File: config.mk
export PLATFORM = sky130hd
export DESIGN_NAME = gptm_sqrt_pipe
export DESIGN_NICKNAME = d
export VERILOG_FILES = /design/src/rtl/core/gptm_sqrt_pipe.sv
export SDC_FILE = /design/constraint.sdc
export NUM_CORES = 1
export LEC_CHECK = 0
export BUFFER_PORTS_ARGS = -buffer_cell sky130_fd_sc_hd__buf_4
export CAP_MARGIN = 25
export CORE_AREA = 2 2 287 289
export DETAILED_ROUTE_END_ITERATION = 6
export DIE_AREA = 0 0 289 291
export GPL_TIMING_DRIVEN = 0
export SYNTH_ARGS = -nofsm -noshare
export SYNTH_HDL_FRONTEND = slang
export SYNTH_SLANG_ARGS = --single-unit
File: constraint.sdc
create_clock -name clk_i -period 2.7 [get_ports clk_i]
set_clock_uncertainty 0.1 [all_clocks]
set_input_delay 0 -clock clk_i [delete_from_list [all_inputs] [get_ports clk_i]]
set_output_delay 0 -clock clk_i [all_outputs]
set_load 0.005 [all_outputs]
File: src/rtl/core/gptm_sqrt_pipe.sv
module gptm_sqrt_pipe #(
  parameter int unsigned IN_W   = 34,
  parameter int unsigned SIDE_W = 1
) (
  input  logic                clk_i,
  input  logic                rst_ni,
  input  logic                en_i,
  input  logic                valid_i,
  input  logic [IN_W-1:0]     rad_i,
  input  logic [SIDE_W-1:0]   side_i,
  output logic                valid_o,
  output logic [IN_W/2-1:0]   root_o,
  output logic [SIDE_W-1:0]   side_o
);

  localparam int unsigned OUT_W = IN_W / 2;
  localparam int unsigned REM_W = OUT_W + 2;

  logic [OUT_W-1:0]  v_q;
  logic [IN_W-1:0]   rad_q  [OUT_W];
  logic [REM_W-1:0]  rem_q  [OUT_W];
  logic [OUT_W-1:0]  root_q [OUT_W];
  logic [SIDE_W-1:0] side_q [OUT_W];

  // One result bit per stage, two radicand bits consumed
  for (genvar k = 0; k < OUT_W; k++) begin : g_stage
    logic [IN_W-1:0]   rad_p;
    logic [REM_W-1:0]  rem_p;
    logic [OUT_W-1:0]  root_p;
    logic [SIDE_W-1:0] side_p;
    logic              v_p;
    logic [REM_W-1:0]  rem_sh;
    logic [REM_W-1:0]  trial;
    logic              ge;

    if (k == 0) begin : g_first
      assign rad_p  = rad_i;
      assign rem_p  = '0;
      assign root_p = '0;
      assign side_p = side_i;
      assign v_p    = valid_i;
    end else begin : g_next
      assign rad_p  = rad_q[k-1];
      assign rem_p  = rem_q[k-1];
      assign root_p = root_q[k-1];
      assign side_p = side_q[k-1];
      assign v_p    = v_q[k-1];
    end

    assign rem_sh = {rem_p[OUT_W-1:0], rad_p[IN_W-1 -: 2]};
    assign trial  = {root_p, 2'b01};
    assign ge     = (rem_sh >= trial);

    always_ff @(posedge clk_i or negedge rst_ni) begin
      if (!rst_ni) begin
        v_q[k] <= 1'b0;
      end else if (en_i) begin
        v_q[k] <= v_p;
      end
    end

    always_ff @(posedge clk_i) begin
      if (en_i) begin
        rad_q[k]  <= rad_p << 2;
        rem_q[k]  <= ge ? (rem_sh - trial) : rem_sh;
        root_q[k] <= {root_p[OUT_W-2:0], ge};
        side_q[k] <= side_p;
      end
    end
  end

  assign valid_o = v_q[OUT_W-1];
  assign root_o  = root_q[OUT_W-1];
  assign side_o  = side_q[OUT_W-1];

endmodule

Yosys cells after proc, flatten, opt, wreduce, memory -nomap -nowiden
Memory sizes are Yosys's and may differ from the RTL's.
Cells that the tools add are included.
{"block": "word_totals", "mem_count": 4, "ram_bits": 1173, "ff_bits": 17, "input_bits": 39, "rom_bits": 0, "out_inout_bits": 19, "latch_bits": 0, "wordCells": 74}
{"block": "op_classes", "n_mul": 0, "n_bitwise": 0, "eq_ne": 0, "shifts": 0, "n_reduce_logical": 0, "div_mod_pow": 0, "n_addsub": 17, "muxes": 19, "magnitude_cmp": 17}
{"memory": "rad_q", "words": 17, "width": 32, "rd": 16, "rd_ports_with_merged_regs": 0, "write_ports": 17, "line_no": "20", "source": "logic [IN_W-1:0] rad_q [OUT_W];"}
{"memory": "rem_q", "words": 17, "width": 19, "rd": 16, "rd_ports_with_merged_regs": 0, "write_ports": 17, "line_no": "21", "source": "logic [REM_W-1:0] rem_q [OUT_W];"}
{"memory": "root_q", "words": 17, "width": 17, "rd": 17, "rd_ports_with_merged_regs": 0, "write_ports": 17, "line_no": "22", "source": "logic [OUT_W-1:0] root_q [OUT_W];"}
{"memory": "side_q", "words": 17, "width": 1, "rd": 17, "rd_ports_with_merged_regs": 0, "write_ports": 17, "line_no": "23", "source": "logic [SIDE_W-1:0] side_q [OUT_W];"}
{"operator": "19-bit two-way mux", "n": 17}
{"operator": "19-bit >= comparator", "n": 16}
{"operator": "19-bit subtractor", "n": 16}
{"operator": "2-bit by 1-bit subtractor with 3-bit output, second input constant", "n": 1}
{"operator": "2-bit by 1-bit >= comparator with 1-bit output, second input constant", "n": 1}
{"operator": "1-bit two-way mux", "n": 2}

Longest topological paths before layout
Gate-level depths: netlist (run 1).
An unclocked memory read counts as a cell.
{"block": "depth", "ltp_word": 3, "mapped_depth": 11, "ltp_nobuf": 9}

Worst setup path after synthesis (run 1)
OpenSTA, ideal clock, no wires.
{"block": "synth_timing", "kind": "register to register", "startpoint": "memory rem_q[0][20] (netlist bit)", "endpoint": "memory rem_q[0][47] (netlist bit) (data pin)", "t_arrival_ns": 2.264, "n_path_buf": 1, "path_stages_with_launch": 9, "t_required_ns": 2.340, "setup_time_ns": 0.260, "synth_period_minus_slack_ns": 2.624, "path_slack_ns": 0.076, "path_cell_list": "edfxtp_1 > ha_1 > or4b_4 > o2111ai_2 > nand3b_2 > buf_6 > o2111ai_4 > or3b_1 > xnor2_1"}
{"item": "from (decl)", "line_no": "21"}

==> flow_summary_export.csv, run 1 <==
group,metric,value,unit
timing,post-route-period-util,100,%
critical_path,crit_chain,"inv_2 -> ha_4 -> o211ai_1 -> a211oi_2 -> or4b_4 -> a21oi_4 -> buf_12 -> mux2_4",
worst_hold_path,whs_endpoint,"rad_q[0][69]",
pwr,finalPower,0.0310,W
finish,layout.nets,2937,
placed_design,io_buffers,57,
clocking,h-tree-depth,3,
grt,use_met3,2.73,%
outcome,violations,"hold timing, setup timing",
critical_path,cpMaxStageDelayCell,"or4b_4",
finish,mostFrequentLayoutCells,"edfxtp_1 (696), inv_1 (216), nand2_1 (140)",
worst_hold_path,min_from,"en_i",
clocking,clk_latency,0.63,ns
yosys,synthTopCellsByArea,"edfxtp_1 (64%), ha_1 (6.5%), xnor2_1 (2.6%), inv_1 (2.5%), xor2_1 (1.9%)",
floorplanning,dieHeight,291,um
yosys,async_flop_share,2.38,%
critical_path,critPathRequiredTime,2.96,ns
timing,report.final.slew_viol_count,0,
job,maxCapViolations,0,
critical_path,cp.buffers_inverters,2,
clocking,path_clk_slew,0.06,ns
worst_hold_path,holdCritPathClass,"input pin to register",
routing,drt-wirelength-per-cell,16.4,um
yosys,synth-seq-area-share,64.9,%
grt,grt_first_pass_wirelength,103000,um
placed_design,gp_congestion,0.871,
finish,antenna_cells,0,
critical_path,ff2ff_path_depth,8,
grt,gr-total-overflow,0,
clocking,cts.sinks,713,
timing,maxSlewHeadroom,51.5,%
routing,wirelength,63300,um
timing,worst_hold_slack,-0.307,ns
pwr,p_leak,15.0,nW
grt,gr-max-usage-layer,"met2",
pwr,power.density,780,nW/um2
routing,via_per_inst,5.15,
yosys,avgSynthCellArea,13.4,um2
clocking,clockBufferDepth,3,
critical_path,critPathLaunch,"root_q[0][154]",
routing,firstDrtPassIters,5,
timing,hold_viol_final,109,
grt,grtUsageMet2,23.4,%
yosys,synthFlopType,"edfxtp_1",
finish,drive_gt1_share,15.8,%
critical_path,rrSetupSlack,-0.002,ns
routing,antenna_left,0,
outcome,status,"complete, but fails checks",
timing,setup-tns-final,-0.00230,ns
critical_path,r2r-start,"root_q[0][154]",
yosys,synth_edf_count,696,
yosys,syn_nets,2668,
grt,grt_usage,15.0,%
grt,antenna_found_initial,0,
finish,areaGrowthSynthToFinish,20.9,%
pwr,ir_drop,0.000508,V
yosys,yosysWarnings,0,
floorplanning,initial_utilization,40.4,%
floorplanning,die_w,289,um
finish,layout_commonest_cell,"edfxtp_1",
yosys,yosysTopAreaCell,"edfxtp_1",
critical_path,critPathTopFamily,"simple AND/OR/NAND/NOR gates",
critical_path,worstPathArrival,2.96,ns
yosys,syn-instance-count,2459,
critical_path,cp-start-kind,"register",
routing,drcViolationCount,0,
clocking,numCtsBuffers,80,
floorplanning,rows,105,
timing,fmaxAchievable,370,MHz
timing,finalCriticalPeriod,2.70,ns
critical_path,critPathCaptureType,"register",
clocking,ctsHoldBuffers,72,
yosys,synth_top_cell_area_share,63.6,%
floorplanning,io_pins,58,
grt,grt_pass1_vias,19984,
placed_design,dpl.hpwl,42000,um
yosys,synth_cell_types,86,
yosys,synth-seq-cells,713,
timing,setup_violations,1,
grt,use_met1,21.5,%
grt,grt_max_degree,127,
routing,vias,19909,
timing,tightest_slew,0.726,ns
clocking,clockRootBuffer,"clkbuf_16",
floorplanning,die_area,84100,um2
critical_path,slowest_delay,0.61,ns
critical_path,worstPathMaxFanout,5,
routing,first_iter_violations,1354,
finish,fin_cells,3863,
critical_path,timing.rr.end,"rem_q[0][194]",
yosys,netlist_area,32800,um2
clocking,tritoncts,"built",
timing,rsz0062_at_grt,"true",
floorplanning,core,81200,um2
timing,setup_slack,-0.00230,ns
worst_hold_path,whs_path_depth,1,
placed_design,dp_slack,-1.19,ns
placed_design,place_inst,3591,
critical_path,critical_path_class,"register to register",
## registers in the layout, summed over array words and instances (netlist names)
register and flops:
rem_q 254, rad_q 272, root_q 153, g_stage.v_p 16
side_q 17, valid_o 1
## report_power, final
| part | internal (W) | total (W) | switching [W] |
|---|---|---|---|
| combinational | 0.00249 | 0.00541 | 0.00292 |
| clock | 0.00676 | 0.0111 | 0.00432 |
| sequential | 0.0138 | 0.0145 | 0.000735 |
## worst reg2reg max path: stages (launching register included)
cell and delay [ns]:
edfxtp_1 0.41, inv_2 0.09, ha_4 0.22, o211ai_1 0.19, a211oi_2 0.19, or4b_4 0.61, a21oi_4 0.20, buf_12 0.15
mux2_4 0.30
## worst max-delay path by stage
stage | slack, ns | cells past startpoint | to
6_report | -0.002 | 8 | rem_q[0][194]
2_1_floorplan | 0.08 | 8 | rem_q[0][47]
3_3_place_gp | -4.78 | 4 | g_stage[16].v_p
4_1_cts | 0.001 | 9 | rem_q[0][47]
5_1_grt | -0.08 | 8 | rem_q[0][47]
3_5_place_dp | -1.19 | 6 | rem_q[0][138]
## Yosys cell counts, types with 12 or more instances
cell type	count
and2_1	15
nor2_1	132
nand4_1	27
nor4_1	23
inv_1	220
mux2_1	15
a211oi_1	15
a31oi_1	14
or3_1	31
a21o_1	36
o31ai_1	21
o21a_1	46
ha_1	170
nand3_1	49
o21ai_1	20
nor3_1	66
dfrtp_1	17
mux2i_1	12
nand2_1	140
a21oi_1	116
clkbuf_1	23
buf_2	15
mux2_2	40
nor2b_1	22
o21ai_0	114
nand2b_1	24
o211ai_1	16
xor2_1	72
edfxtp_1	696
xnor2_1	96
## stage by stage
step	area [um2]	util (%)
5_1_grt	39700	48.9
3_5_place_dp	34700	42.8
4_1_cts	38900	48.0
2_1_floorplan	32800	-
6_report	39700	48.9
3_3_place_gp	34600	42.6
## cells by family after synthesis
family / after synthesis / share of synthesized area, %
AND/OR/NAND/NOR: 587 / 9.00
buffers and inverters: 261 / 3.06
adder cells (fa/ha/maj): 170 / 6.48
flip-flops: 713 / 64.9
other: 1 / 0.0114
multiplexers: 67 / 2.25
XOR/XNOR: 168 / 4.48
AO/OA/AOI/OAI: 492 / 9.77
## final cells by class
class                      instances  area, um2
tap                             1070       1340
multi-input combinational       1486      11400
sequential                       713      21300
clock buffer                     101       2160
fill                            7059      41500
clock inverter                    46        561
timing repair buffer             197       1910
inverter                         222        833
buffer                            28        203
## repair_timing
item,CTS,global route
resized for setup,93,121
endpoints found under the hold margin,146,92
pin swaps,21,37
gates cloned,7,1
endpoints found under the setup margin,277,244
setup buffers,23,33
## layer usage
metal,wire length [um],up-vias,part of all wire [%]
li1,-,9720,-
met1,29600,9671,47
met2,28900,424,46
met3,3550,94,5.6
met4,1200,0,1.9
met5,0,-,0
No activity file was read; power rests on OpenSTA's default activity.
==> run 2: changes to the inputs <==
Settings changed: HOLD_SLACK_MARGIN set to 0.12, RECOVER_POWER set to 100.
==> run 2 against run 1 <==
Via count rose by 0.37%; largest power group unchanged; utilization barely moved; hold slack improved by 0.079 ns; sequential share of layout area barely moved; sequential cell count did not move; non-clock buffer count rose by 5; the run ends with hold timing, capacitance limit, slew limit, setup timing left; global-route usage rose by 0.11 points; first-iteration DRC count fell by 0.74%.
==> flow_summary_export.csv, run 2 (synthesis gave the netlist of run 1 again) <==
group,metric,value,unit
outcome,status,"complete, but fails checks",
outcome,violations,"hold timing, capacitance limit, slew limit, setup timing",
routing,first_iter_violations,1344,
floorplanning,rows,105,
clocking,tritoncts,"built",
timing,maxSlewHeadroom,-10.2,%
finish,multi_input_area,11400,um2
clocking,clockRootBuffer,"clkbuf_16",
floorplanning,dieHeight,291,um
routing,drcViolationCount,0,
critical_path,rrSetupSlack,-0.04,ns
worst_hold_path,min_from,"en_i",
grt,grt_usage,15.1,%
routing,wl_met2,29100,um
critical_path,critPathTopFamily,"simple AND/OR/NAND/NOR gates",
finish,largest_reg_flops,272,
routing,antenna_left,0,
timing,hold_viol_final,92,
critical_path,critPathLaunch,"root_q[0][154]",
pwr,ir_drop,0.000508,V
placed_design,io_buffers,57,
worst_hold_path,whs_path_depth,1,
job,maxCapViolations,2,
routing,highest_layer,"met4",
critical_path,crit_chain,"inv_2 -> ha_4 -> o211ai_1 -> a211oi_2 -> or4b_4 -> a21oi_4 -> buf_12 -> mux2_4",
finish,layout_commonest_cell,"edfxtp_1",
pwr,power.density,781,nW/um2
pwr,p_leak,15.0,nW
finish,final_util,48.9,%
pwr,pwr-share-clk,35.8,%
timing,post-route-period-util,102,%
timing,rsz0062_at_grt,"true",
timing,report.final.slew_viol_count,88,
finish,regArea,21300,um2
critical_path,cpMaxStageDelayCell,"or4b_4",
clocking,h-tree-depth,3,
worst_hold_path,whs_endpoint,"rad_q[0][35]",
critical_path,cp-start-kind,"register",
clocking,clk_latency,0.63,ns
pwr,swShare,25.8,%
grt,grt_pass1_vias,20034,
floorplanning,die_w,289,um
placed_design,place_inst,3591,
routing,wl_met3,2910,um
critical_path,worstPathArrival,3.00,ns
pwr,combPwrFrac,17.4,%
critical_path,critical_path_class,"register to register",
floorplanning,core,81200,um2
critical_path,crit_cells,8,
finish,antenna_cells,0,
finish,largestRegisters,"rad_q: 272 flops, rem_q: 254 flops, root_q: 153 flops",
timing,tightest_slew,1.65,ns
clocking,path_clk_slew,0.06,ns
clocking,numCtsBuffers,80,
grt,antenna_found_initial,0,
finish,drive_gt1_share,15.7,%
routing,wirelength,63600,um
critical_path,worstPathMaxFanout,5,
finish,mostFrequentLayoutCells,"edfxtp_1 (696), inv_1 (216), nand2_1 (140)",
floorplanning,initial_utilization,40.4,%
critical_path,critPathRequiredTime,2.96,ns
timing,finalCriticalPeriod,2.74,ns
timing,setup_slack,-0.0410,ns
critical_path,critPathCaptureType,"register",
routing,vias,19982,
clocking,clockBufferDepth,3,
finish,areaGrowthSynthToFinish,20.9,%
routing,drt-met1-wl,30400,um
routing,drt-wirelength-per-cell,16.4,um
floorplanning,die_area,84100,um2
critical_path,ff2ff_path_depth,8,
grt,grt_first_pass_wirelength,103000,um
routing,via_per_inst,5.17,
clocking,ctsHoldBuffers,77,
placed_design,gp_congestion,0.871,
critical_path,cp.buffers_inverters,2,
timing,setup-tns-final,-0.0410,ns
timing,setup_violations,1,
finish,fillCellCount,7060,
routing,firstDrtPassIters,5,
grt,gr-total-overflow,0,
clocking,cts.sinks,713,
critical_path,slowest_delay,0.61,ns
worst_hold_path,holdCritPathClass,"input pin to register",
timing,worst_hold_slack,-0.227,ns
critical_path,r2r-start,"root_q[0][154]",
grt,grt_max_degree,127,
pwr,switchingPower,0.00799,W
timing,fmaxAchievable,365,MHz
finish,layout.nets,2942,
placed_design,dpl.hpwl,42000,um
pwr,power.internal,0.0230,W
finish,largest_register,"rad_q",
floorplanning,io_pins,58,
critical_path,timing.rr.end,"rem_q[0][194]",
finish,fin_cells,3868,
pwr,pwr-share-seq,46.8,%
[run 2: cell count changes in the layout (fill, tap and decap cells not counted), moves of 2 or more]
| cell | before | now |
|---|---|---|
| clkbuf_2 | 4 | 6 |
| clkbuf_1 | 22 | 25 |
| buf_4 | 112 | 72 |
| clkbuf_4 | 3 | 41 |
| dlygate4sd3_1 | 72 | 75 |
[run 2: worst max path at each step]
stage | end | slack, ns
finish | rem_q[0][194] | -0.04
global route | rem_q[0][47] | -0.08
CTS | rem_q[0][47] | 0.001
detailed placement | rem_q[0][138] | -1.19
global placement | g_stage[16].v_p | -4.78
floorplan | rem_q[0][47] | 0.08
[run 2: per-layer routing]
| layer | GRT usage, % | vias up |
|---|---|---|
| met5 | 0 | - |
| met4 | 4.34 | 0 |
| met3 | 2.74 | 95 |
| met2 | 23.5 | 379 |
| met1 | 21.7 | 9769 |
| li1 | - | 9739 |
[run 2: timing repair]
action                                  4_1_cts  5_1_grt
hold endpoints to repair                    185       92
endpoints found under the setup margin      277      159
pin swaps                                    21       37
gates resized for setup                      93      120
setup buffers                                23       33
cloned                                        7        1
[run 2: area by class of cell]
| class | count | area share [%] |
|---|---|---|
| flip-flops and latches | 713 | 53.7 |
| multi-input cells | 1486 | 28.6 |
| clock buffers | 101 | 5.45 |
| repair buffers | 202 | 4.81 |
| well taps | 1070 | 3.37 |
| inverters | 222 | 2.10 |
| clock inverters | 46 | 1.41 |
| plain buffers | 28 | 0.510 |
[run 2: power groups by stage]
stage / registers [W] / clock network, W / logic (W)
2_1_floorplan: 0.0144 / 0 / 0.00351
3_3_place_gp: 0.0148 / 0 / 0.00458
3_5_place_dp: 0.0147 / 0 / 0.00473
4_1_cts: 0.0145 / 0.0115 / 0.00511
5_1_grt: 0.0146 / 0.0119 / 0.00603
6_report: 0.0145 / 0.0111 / 0.00540
[run 2: stage by stage]
| stage | power (W) | instance area (um2) | worst slack [ns] |
|---|---|---|---|
| after floorplan | 0.0179 | 32800 | 0.0763 |
| after CTS | 0.0310 | 39000 | 0.00120 |
| after global placement | 0.0193 | 34600 | -4.78 |
| after global routing | 0.0326 | 39700 | -0.0819 |
| after detailed placement | 0.0194 | 34700 | -1.19 |
| final | 0.0310 | 39700 | -0.0410 |
[run 2: worst reg2reg max path: cells and delay by family (launching register included)]
kind,cells,cell delay (ns)
AND/OR/NAND/NOR,1,0.61
AO/OA/AOI/OAI,3,0.59
flip-flops,1,0.42
multiplexers,1,0.30
buffers and inverters,2,0.25
adder cells (fa/ha/maj),1,0.22
